--- src/rtl/asn_pkg.sv ---
`default_nettype none
package asn_pkg;
    localparam int FRAC_BITS = 30;
    localparam int ARG_W     = 32;
    localparam int ANG_W     = 32;
    localparam int HP_W      = 31;
    localparam int MAG_W     = FRAC_BITS + 1;
    localparam int PROD_W    = 2 * MAG_W;
    localparam int TGT_W     = PROD_W - 1;
    localparam int RES_W     = 32;
    localparam int VAL_W     = RES_W + 3;
    localparam int DIV_W     = 8;           // divisor up to 2*MAX_TERMS+1
    localparam int DVD_W     = 32;
    localparam int DIV_BPC   = 8;           // quotient bits per cycle
    localparam int DIV_CYC   = DVD_W / DIV_BPC;
    localparam int DCNT_W    = $clog2(DIV_CYC);
    localparam int BIT_W     = $clog2(FRAC_BITS + 1);

    localparam logic [MAG_W-1:0] ONE       = MAG_W'(1) << FRAC_BITS;
    localparam logic [MAG_W-1:0] THREE_QTR = MAG_W'((3 * (64'd1 << FRAC_BITS)) >> 2);
    localparam logic [HP_W-1:0]  HALF_PI_RST = 31'd1686629713;
    localparam logic [ANG_W-1:0] ANG_MAX = {1'b0, {(ANG_W-1){1'b1}}};
    localparam logic [ANG_W-1:0] ANG_MIN = {1'b1, {(ANG_W-1){1'b0}}};

    typedef enum logic [4:0] {
        DP_IDLE, DP_LOAD, DP_SQ_MUL, DP_TGT, DP_RT_MUL, DP_RT_CMP, DP_RT_DONE,
        DP_TINIT, DP_CDIV, DP_DIV_STEP, DP_COEF, DP_PMUL1, DP_PMUL2, DP_POW,
        DP_TMUL, DP_TDIV, DP_ACC, DP_FINISH
    } t_dp_op;

    typedef struct packed {
        t_dp_op op;
    } t_dp_cmd;

    typedef struct packed {
        logic is_dom;
        logic is_refl;
        logic rt_last;
        logic div_last;
        logic term_zero;
    } t_dp_sts;

    typedef enum logic [4:0] {
        S_IDLE, S_LOAD, S_SQ, S_TGT, S_RT_MUL, S_RT_CMP, S_RT_DONE, S_TINIT,
        S_CCHK, S_CDIV, S_COEF, S_PM1, S_PM2, S_POW, S_TMUL, S_TDIV0, S_TDIV,
        S_ACC, S_FIN
    } t_state;
endpackage
`default_nettype wire

--- src/rtl/asn_arg_if.sv ---
`default_nettype none
interface asn_arg_if;
    logic                                valid;
    logic                                ready;
    logic signed [asn_pkg::ARG_W-1:0]    arg_value;
    modport source (output valid, output arg_value, input ready);
    modport sink   (input valid, input arg_value, output ready);
endinterface
`default_nettype wire

--- src/rtl/asn_res_if.sv ---
`default_nettype none
interface asn_res_if;
    logic                                valid;
    logic                                ready;
    logic signed [asn_pkg::ANG_W-1:0]    angle;
    logic                                domain_error;
    modport source (output valid, output angle, output domain_error, input ready);
    modport sink   (input valid, input angle, input domain_error, output ready);
endinterface
`default_nettype wire

--- src/rtl/asn_dp.sv ---
`default_nettype none
module asn_dp (
    input  wire                          i_clk,
    input  wire                          i_cfg_wr_en,
    input  wire  [asn_pkg::HP_W-1:0]     i_cfg_wr_data,
    input  wire                          i_rst_n,
    input  wire  [asn_pkg::ARG_W-1:0]    i_arg,
    input  asn_pkg::t_dp_cmd             i_cmd,
    output asn_pkg::t_dp_sts             o_sts,
    output logic [asn_pkg::ANG_W-1:0]    o_angle,
    output logic                         o_dom
);
    import asn_pkg::*;

    logic [HP_W-1:0]   r_half_pi;
    logic              r_neg, r_dom, r_refl;
    logic [MAG_W-1:0]  r_y, r_coef, r_powy, r_root;
    logic [DIV_W-1:0]  r_i, r_dvs;
    logic [PROD_W-1:0] r_prod;
    logic [TGT_W-1:0]  r_tgt;
    logic [BIT_W-1:0]  r_bit;
    logic [RES_W-1:0]  r_res;
    logic [DVD_W-1:0]  r_quo, n_quo;
    logic [DIV_W-1:0]  r_rem, n_rem;
    logic [DCNT_W-1:0] r_dcnt;
    logic [ANG_W-1:0]  r_angle;
    logic              r_odom;

    logic [MAG_W-1:0]  mul_a, mul_b, cand;
    logic              mul_en;
    logic [ARG_W-1:0]  mag;
    logic [DIV_W:0]    rem_x;
    logic signed [VAL_W-1:0] val;
    logic [ANG_W-1:0]  ang;

    assign mag  = i_arg[ARG_W-1] ? (~i_arg + ARG_W'(1)) : i_arg;
    assign cand = r_root | (MAG_W'(1) << r_bit);

    // shared multiplier operand select
    always_comb begin
        mul_a  = '0;
        mul_b  = '0;
        mul_en = 1'b1;
        case (i_cmd.op)
            DP_SQ_MUL: begin mul_a = r_y;    mul_b = r_y;  end
            DP_RT_MUL: begin mul_a = cand;   mul_b = cand; end
            DP_PMUL1:  begin mul_a = r_powy; mul_b = r_y;  end
            DP_PMUL2:  begin mul_a = r_prod[FRAC_BITS +: MAG_W]; mul_b = r_y; end
            DP_TMUL:   begin mul_a = r_coef; mul_b = r_powy; end
            default:   mul_en = 1'b0;
        endcase
    end

    // restoring divide, DIV_BPC quotient bits per cycle
    always_comb begin
        n_rem = r_rem;
        n_quo = r_quo;
        rem_x = '0;
        for (int k = 0; k < DIV_BPC; k++) begin
            rem_x = {n_rem, n_quo[DVD_W-1]};
            n_quo = {n_quo[DVD_W-2:0], 1'b0};
            if (rem_x >= {1'b0, r_dvs}) begin
                rem_x    = rem_x - {1'b0, r_dvs};
                n_quo[0] = 1'b1;
            end
            n_rem = rem_x[DIV_W-1:0];
        end
    end

    // sign, reflection, saturation and domain-error override
    always_comb begin
        val = r_refl ? ($signed({{(VAL_W-HP_W){1'b0}}, r_half_pi})
                        - $signed({{(VAL_W-RES_W){1'b0}}, r_res}))
                     : $signed({{(VAL_W-RES_W){1'b0}}, r_res});
        if (r_neg)
            val = -val;
        if (val > $signed({{(VAL_W-ANG_W){1'b0}}, ANG_MAX}))
            ang = ANG_MAX;
        else if (val < $signed({{(VAL_W-ANG_W){1'b1}}, ANG_MIN}))
            ang = ANG_MIN;
        else
            ang = val[ANG_W-1:0];
        if (r_dom)
            ang = r_neg ? ANG_MIN : ANG_MAX;
    end

    always_ff @(posedge i_clk) begin
        if (!i_rst_n) begin
            r_half_pi <= HALF_PI_RST;
        end else if (i_cfg_wr_en) begin
            r_half_pi <= i_cfg_wr_data;
        end
    end

    always_ff @(posedge i_clk) begin
        if (mul_en)
            r_prod <= PROD_W'(mul_a) * PROD_W'(mul_b);
        case (i_cmd.op)
            DP_LOAD: begin
                r_neg  <= i_arg[ARG_W-1];
                r_dom  <= mag > ARG_W'(ONE);
                r_refl <= mag > ARG_W'(THREE_QTR);
                r_y    <= mag[MAG_W-1:0];
            end
            DP_TGT: begin
                r_tgt  <= {ONE - r_prod[FRAC_BITS +: MAG_W], {FRAC_BITS{1'b0}}};
                r_root <= '0;
                r_bit  <= BIT_W'(FRAC_BITS);
            end
            DP_RT_CMP: begin
                if (r_prod <= {1'b0, r_tgt})
                    r_root <= cand;
                r_bit <= r_bit - BIT_W'(1);
            end
            DP_RT_DONE: r_y <= r_root;
            DP_TINIT: begin
                r_res  <= RES_W'(r_y);
                r_coef <= ONE;
                r_powy <= r_y;
                r_i    <= DIV_W'(1);
            end
            DP_CDIV: begin
                // coef - ceil(coef/(i+1)) == coef - floor((coef+i)/(i+1))
                r_quo  <= DVD_W'(r_coef) + DVD_W'(r_i);
                r_dvs  <= r_i + DIV_W'(1);
                r_rem  <= '0;
                r_dcnt <= '0;
            end
            DP_DIV_STEP: begin
                r_quo  <= n_quo;
                r_rem  <= n_rem;
                r_dcnt <= r_dcnt + DCNT_W'(1);
            end
            DP_COEF: r_coef <= r_coef - r_quo[MAG_W-1:0];
            DP_POW:  r_powy <= r_prod[FRAC_BITS +: MAG_W];
            DP_TDIV: begin
                r_quo  <= r_prod[FRAC_BITS +: DVD_W];
                r_dvs  <= r_i + DIV_W'(2);
                r_rem  <= '0;
                r_dcnt <= '0;
            end
            DP_ACC: begin
                r_res <= r_res + RES_W'(r_quo);
                r_i   <= r_i + DIV_W'(2);
            end
            DP_FINISH: begin
                r_angle <= ang;
                r_odom  <= r_dom;
            end
            default: ;
        endcase
    end

    assign o_sts.is_dom    = r_dom;
    assign o_sts.is_refl   = r_refl;
    assign o_sts.rt_last   = (r_bit == '0);
    assign o_sts.div_last  = (r_dcnt == DCNT_W'(DIV_CYC - 1));
    assign o_sts.term_zero = (r_quo == '0);
    assign o_angle = r_angle;
    assign o_dom   = r_odom;
endmodule
`default_nettype wire

--- src/rtl/asn_ctrl.sv ---
`default_nettype none
module asn_ctrl #(
    parameter int MAX_TERMS = 40
) (
    input  wire               i_clk,
    input  wire               i_rst_n,
    input  wire               i_in_valid,
    output logic              o_in_ready,
    output logic              o_out_valid,
    input  wire               i_out_ready,
    input  asn_pkg::t_dp_sts  i_sts,
    output asn_pkg::t_dp_cmd  o_cmd
);
    import asn_pkg::*;

    localparam int N_W = $clog2(MAX_TERMS + 1);

    t_state          r_state, n_state;
    logic [N_W-1:0]  r_n, n_n;
    logic            r_ovalid, n_ovalid;

    always_ff @(posedge i_clk) begin
        if (!i_rst_n) begin
            r_state  <= S_IDLE;
            r_n      <= '0;
            r_ovalid <= 1'b0;
        end else begin
            r_state  <= n_state;
            r_n      <= n_n;
            r_ovalid <= n_ovalid;
        end
    end

    always_comb begin
        n_state    = r_state;
        n_n        = r_n;
        n_ovalid   = r_ovalid && !i_out_ready;
        o_cmd.op   = DP_IDLE;
        o_in_ready = 1'b0;
        case (r_state)
            S_IDLE: begin
                o_in_ready = 1'b1;
                if (i_in_valid) begin
                    o_cmd.op = DP_LOAD;
                    n_state  = S_LOAD;
                end
            end
            S_LOAD: begin
                if (i_sts.is_dom)       n_state = S_FIN;
                else if (i_sts.is_refl) n_state = S_SQ;
                else                    n_state = S_TINIT;
            end
            S_SQ:     begin o_cmd.op = DP_SQ_MUL; n_state = S_TGT;    end
            S_TGT:    begin o_cmd.op = DP_TGT;    n_state = S_RT_MUL; end
            S_RT_MUL: begin o_cmd.op = DP_RT_MUL; n_state = S_RT_CMP; end
            S_RT_CMP: begin
                o_cmd.op = DP_RT_CMP;
                n_state  = i_sts.rt_last ? S_RT_DONE : S_RT_MUL;
            end
            S_RT_DONE: begin o_cmd.op = DP_RT_DONE; n_state = S_TINIT; end
            S_TINIT: begin
                o_cmd.op = DP_TINIT;
                n_n      = '0;
                n_state  = S_CCHK;
            end
            S_CCHK: begin
                if (r_n == N_W'(MAX_TERMS)) begin
                    n_state = S_FIN;
                end else begin
                    o_cmd.op = DP_CDIV;
                    n_state  = S_CDIV;
                end
            end
            S_CDIV: begin
                o_cmd.op = DP_DIV_STEP;
                if (i_sts.div_last) n_state = S_COEF;
            end
            S_COEF:  begin o_cmd.op = DP_COEF;  n_state = S_PM1;   end
            S_PM1:   begin o_cmd.op = DP_PMUL1; n_state = S_PM2;   end
            S_PM2:   begin o_cmd.op = DP_PMUL2; n_state = S_POW;   end
            S_POW:   begin o_cmd.op = DP_POW;   n_state = S_TMUL;  end
            S_TMUL:  begin o_cmd.op = DP_TMUL;  n_state = S_TDIV0; end
            S_TDIV0: begin o_cmd.op = DP_TDIV;  n_state = S_TDIV;  end
            S_TDIV: begin
                o_cmd.op = DP_DIV_STEP;
                if (i_sts.div_last) n_state = S_ACC;
            end
            S_ACC: begin
                if (i_sts.term_zero) begin
                    n_state = S_FIN;
                end else begin
                    o_cmd.op = DP_ACC;
                    n_n      = r_n + N_W'(1);
                    n_state  = S_CCHK;
                end
            end
            S_FIN: begin
                // wait for the output register to free up
                if (!r_ovalid || i_out_ready) begin
                    o_cmd.op = DP_FINISH;
                    n_ovalid = 1'b1;
                    n_state  = S_IDLE;
                end
            end
            default: n_state = S_IDLE;
        endcase
    end

    assign o_out_valid = r_ovalid;

    a_n_bound: assert property (@(posedge i_clk) disable iff (!i_rst_n)
        r_n <= N_W'(MAX_TERMS))
        else $error("term count past limit");
    a_load_acc: assert property (@(posedge i_clk) disable iff (!i_rst_n)
        (o_cmd.op == DP_LOAD) |-> (i_in_valid && o_in_ready))
        else $error("load without accepted request");
    a_no_overwrite: assert property (@(posedge i_clk) disable iff (!i_rst_n)
        (o_cmd.op == DP_FINISH) |-> (!r_ovalid || i_out_ready))
        else $error("result overwritten before taken");
    a_fin_valid: assert property (@(posedge i_clk) disable iff (!i_rst_n)
        (o_cmd.op == DP_FINISH) |=> r_ovalid)
        else $error("finished result not presented");
endmodule
`default_nettype wire

--- src/rtl/fixed_point_arcsine_core.sv ---
`default_nettype none
// Fixed-point arcsine, signed Q2.30 in and out. One request at a time: a
// controller sequences a datapath built around one shared 31x31 multiplier
// and an 8-bit-per-cycle divider. Domain error (|x| > 1.0) goes straight
// to the result. For |x| <= 0.75 the series is summed term by term, up to
// MAX_TERMS terms (typically 20-40 terms at Q2.30). For |x| > 0.75 the
// reflection adds a bit-serial square root (one multiply and one compare
// per root bit) plus squaring, target setup and root hand-off. The next
// request is taken as soon as the previous result is in the output
// register; a new result waits in S_FIN only if the previous one has not
// been taken yet. half_pi must be written through i_cfg_wr_en/i_cfg_wr_data
// only while idle; the block itself does not enforce this.
module fixed_point_arcsine_core #(
    parameter int MAX_TERMS = 40
) (
    input  wire                         i_clk,
    input  wire                         i_rst_n,
    input  wire                         i_cfg_wr_en,
    input  wire  [asn_pkg::HP_W-1:0]    i_cfg_wr_data,
    asn_arg_if.sink                     i_arg,
    asn_res_if.source                   o_res
);
    import asn_pkg::*;

    t_dp_cmd          cmd;
    t_dp_sts          sts;
    logic [ANG_W-1:0] angle;
    logic             dom;

    asn_ctrl #(.MAX_TERMS(MAX_TERMS)) u_ctrl (
        .i_clk       (i_clk),
        .i_rst_n     (i_rst_n),
        .i_in_valid  (i_arg.valid),
        .o_in_ready  (i_arg.ready),
        .o_out_valid (o_res.valid),
        .i_out_ready (o_res.ready),
        .i_sts       (sts),
        .o_cmd       (cmd)
    );

    asn_dp u_dp (
        .i_clk         (i_clk),
        .i_cfg_wr_en   (i_cfg_wr_en),
        .i_cfg_wr_data (i_cfg_wr_data),
        .i_rst_n       (i_rst_n),
        .i_arg         (i_arg.arg_value),
        .i_cmd         (cmd),
        .o_sts         (sts),
        .o_angle       (angle),
        .o_dom         (dom)
    );

    assign o_res.angle        = angle;
    assign o_res.domain_error = dom;
endmodule
`default_nettype wire

--- src/flat_wrapper.sv ---
// flat-port wrapper written by rule: the top's interface ports become plain ports
module fixed_point_arcsine_core_flat import asn_pkg::*;
#(
    parameter int MAX_TERMS = 40
)
  (i_clk, i_rst_n, i_cfg_wr_en, i_cfg_wr_data, i_arg_valid, i_arg_arg_value, i_arg_ready, o_res_valid, o_res_angle, o_res_domain_error, o_res_ready);
  asn_arg_if i_arg_i ();
  asn_res_if o_res_i ();
  input  wire i_clk;
  input  wire i_rst_n;
  input  wire i_cfg_wr_en;
  input  wire  [asn_pkg::HP_W-1:0] i_cfg_wr_data;
  input wire logic [$bits(i_arg_i.valid)-1:0] i_arg_valid;
  input wire logic [$bits(i_arg_i.arg_value)-1:0] i_arg_arg_value;
  output wire logic [$bits(i_arg_i.ready)-1:0] i_arg_ready;
  output wire logic [$bits(o_res_i.valid)-1:0] o_res_valid;
  output wire logic [$bits(o_res_i.angle)-1:0] o_res_angle;
  output wire logic [$bits(o_res_i.domain_error)-1:0] o_res_domain_error;
  input wire logic [$bits(o_res_i.ready)-1:0] o_res_ready;
  assign i_arg_i.valid = i_arg_valid;
  assign i_arg_i.arg_value = i_arg_arg_value;
  assign i_arg_ready = i_arg_i.ready;
  assign o_res_valid = o_res_i.valid;
  assign o_res_angle = o_res_i.angle;
  assign o_res_domain_error = o_res_i.domain_error;
  assign o_res_i.ready = o_res_ready;
  fixed_point_arcsine_core #(.MAX_TERMS(MAX_TERMS)) u_core (.i_clk(i_clk), .i_rst_n(i_rst_n), .i_cfg_wr_en(i_cfg_wr_en), .i_cfg_wr_data(i_cfg_wr_data), .i_arg(i_arg_i), .o_res(o_res_i));
endmodule
--- config.mk ---
export PLATFORM = sky130hd
export DESIGN_NAME = fixed_point_arcsine_core_flat
export DESIGN_NICKNAME = d
export VERILOG_FILES = /design/src/rtl/asn_pkg.sv /design/src/rtl/asn_arg_if.sv /design/src/rtl/asn_res_if.sv /design/src/rtl/asn_dp.sv /design/src/rtl/asn_ctrl.sv /design/src/rtl/fixed_point_arcsine_core.sv /design/src/flat_wrapper.sv
export SDC_FILE = /design/constraint.sdc
export NUM_CORES = 2
export LEC_CHECK = 0
export BUFFER_PORTS_ARGS = -buffer_cell sky130_fd_sc_hd__clkbuf_2
export CAP_MARGIN = 20
export CORE_MARGIN = 8
export CORE_UTILIZATION = 45
export DETAILED_ROUTE_END_ITERATION = 12
export GPL_TIMING_DRIVEN = 0
export HOLD_SLACK_MARGIN = 0.06
export PLACE_DENSITY_LB_ADDON = 0.1
export RECOVER_POWER = 25
export SLEW_MARGIN = 15
export SYNTH_ARGS = -nofsm -noshare
export SYNTH_HDL_FRONTEND = slang
export SYNTH_SLANG_ARGS = --single-unit
--- constraint.sdc ---
create_clock -name i_clk -period 18.7 [get_ports i_clk]
set_clock_uncertainty 0.15 [all_clocks]
set_input_delay 3.74 -clock i_clk [delete_from_list [all_inputs] [get_ports i_clk]]
set_output_delay 3.74 -clock i_clk [all_outputs]
set_load 0.03 [all_outputs]
==> metrics <==
syn nets=7921; final setup vio count=0; dpl hpwl=189400 microns; outcome=finished with violations; PortBufs=96; CP endpoint kind=register; DRC Markers=0; final worst-path cycle share=95.17%; Placed Area=62270 sq um; failing checks=max-capacitance violations, max-slew violations; synthesis-to-finish area growth=9.191%; drt total wl=228200 microns; core area=131000 sq um; max-slew violations=63; CTS root buffer=clkbuf_16; startpoint types=register; critical path peak fanout=10; Synth area leaders=fa_1, edfxtp_1, ha_1; Yosys cell types=97; Final Worst Setup Slack=0.9031 ns; clock sinks=390; YS warnings=0; Num CTS Buffers=50; hold buffers post-CTS=0; Max-slew headroom=-49.53%; Crit path top cell by count=o21ai_1; Avg Inst Size Synth=9.030 sq um; Initial Util=45.11%; Die ar.=143100 sq um; vias=50188; wire per inst=26.66 microns; WP data arrival=18.00 ns; Largest stage delay, worst path=0.56 ns; CTS max path bufs=3; most instantiated cells after synthesis=inv_1, nand2_1, fa_1; top-count cell post-synth=inv_1; die height=378.3 microns; initial antenna violation count=16; TritonCTS clock tree=yes; worst slew pin tran=2.219 ns; I/O pin count=103; ratio of cells with drive above 1 in the final layout=6.383%; CP top delay family=compound AO/OA/AOI/OAI gates; vias in the first global route=50331; first-pass GRT wire length=333000 microns; Buf/Inv on CP=10; mux share of post-synthesis cell area=2.113%; initial drt markers=4998; Post-synth EDFFs=347; xor/xnor share of the synthesized area=3.632%; Detail Route Antenna Nets=0; FFs w/ async S/R, synth=0%; Mapped Cells=6543; Synth Flop Type=edfxtp_1; Worst EP required=18.90 ns; vias per cell=5.862; synthesis-stage register bit count=390; H-tree levels=2; Crit-path slowest cell=edfxtp_1; Placed Cells=8423; post-synth top area cell=fa_1; drt first pass iters=6; post-route insts no fill=8561; Placer Congestion=1.013; Synth Area in Compound Gates=11.64%; critical path class=reg -> reg; max-cap violations=3; Synth Cell Area=59080 sq um; Fmax achieved=56.19 MHz; adder-cell area share of the yosys netlist=38.53%; main combinational cell family by area after synthesis=adder cells; clock latency on the worst-skew pair=0.66 ns; chip width=378.3 microns; Final Cell Area=64510 sq um; gr usage total=31.50%; Setup WS pre-CTS=-4.689 ns; Final #Nets=8136; post-route minimum period=17.80 ns; pin count of the biggest net entering global routing=37; total gr overflow=0; row cnt=133; WHS=0.3399 ns; Layout fillers=12772; sequential share of the synthesized area=19.09%; post-synth top area share=28.77%; CTS clock-pin slew for the worst setup and hold paths=0.06 ns; post-synthesis simple-gate area fraction=16.22%; Hold Path Class=reg -> reg; Hold Fails Final Rpt=0
-- placed cells by master, fill, tap and decap left out, drive strengths merged, types with 71 or more instances in the layout --
master	count
fa	849
a21o	79
inv	1051
nor3	79
nor2b	119
edfxtp	347
nand2	1037
xor2	119
xnor2	126
ha	461
nand3	100
buf	97
nor2	395
o21ai	216
clkbuf	435
and2	71
a21oi	228
-- cells by family after synthesis --
kind of cell,after synthesis
buffers and inverters,1365
XOR/XNOR,245
multiplexers,118
AO/OA/AOI/OAI,1004
flip-flops,390
adder cells (fa/ha/maj),1310
AND/OR/NAND/NOR,2111
-- area by class of cell --
class	count	area, sq um	share of cell area [%]
multi-input combinational	4788	42970	66.61
sequential	390	11280	17.49
inverter	1054	3979	6.167
tap	1755	2196	3.404
clock buffer	58	1311	2.033
buffer	309	1246	1.932
timing repair buffer	165	1141	1.769
clock inverter	35	370.4	0.5741
antenna	7	17.52	0.02715
-- worst register-to-register path: cells and delay by family, from the launching register on --
| family | cells | cell delay, ns |
|---|---|---|
| AO/OA/AOI/OAI | 48 | 7.93 |
| AND/OR/NAND/NOR | 22 | 3.83 |
| adder cells (fa/ha/maj) | 8 | 2.17 |
| buffers and inverters | 10 | 1.54 |
| multiplexers | 4 | 1.30 |
| flip-flops | 1 | 0.56 |
-- per-stage QoR --
stage / utilization [%] / TNS (ns)
6_report: 49.26 / 0
5_1_grt: 49.25 / -0.4292
4_1_cts: 49.06 / 0
3_5_place_dp: 47.55 / -44.04
3_3_place_gp: 47.16 / -43.41
2_1_floorplan: - / 0
-- sequential cells by signal (all words and copies together) (netlist names), 32 cells and up --
register	count
u_core.u_dp.o_angle	32
u_core.u_dp.r_prod	62
u_core.u_dp.r_quo	32
u_core.u_dp.r_res	32
-- worst paths after layout --
path / start / to / slack (ns) / depth (start not counted)
min reg2reg: u_core.u_dp.r_half_pi[26] / u_core.u_dp.r_half_pi[26] / 0.34 / 2
min: u_core.u_dp.r_half_pi[26] / u_core.u_dp.r_half_pi[26] / 0.34 / 2
max reg2reg: u_core.u_dp.r_quo[31] / u_core.u_dp.r_quo[0] / 0.90 / 92
max: u_core.u_dp.r_quo[31] / u_core.u_dp.r_quo[0] / 0.90 / 92
-- per-layer routing --
metal  wire length [microns]  GRT usage, %
met1                   85620         37.97
met2                  106200         52.31
met3                   19790         6.582
met4                   16510         18.08
met5                      66             0
-- repair_timing --
action                                  in CTS  in global routing
pin swaps                                    8                 21
cloned                                       1                  0
endpoints found under the setup margin      10                  9
resized for setup                           48                 41
setup buffers                               18                 15
Power is left out: the tool's default activity adds up to more than one toggle a clock period on the data nets, which glitch-free logic cannot reach.
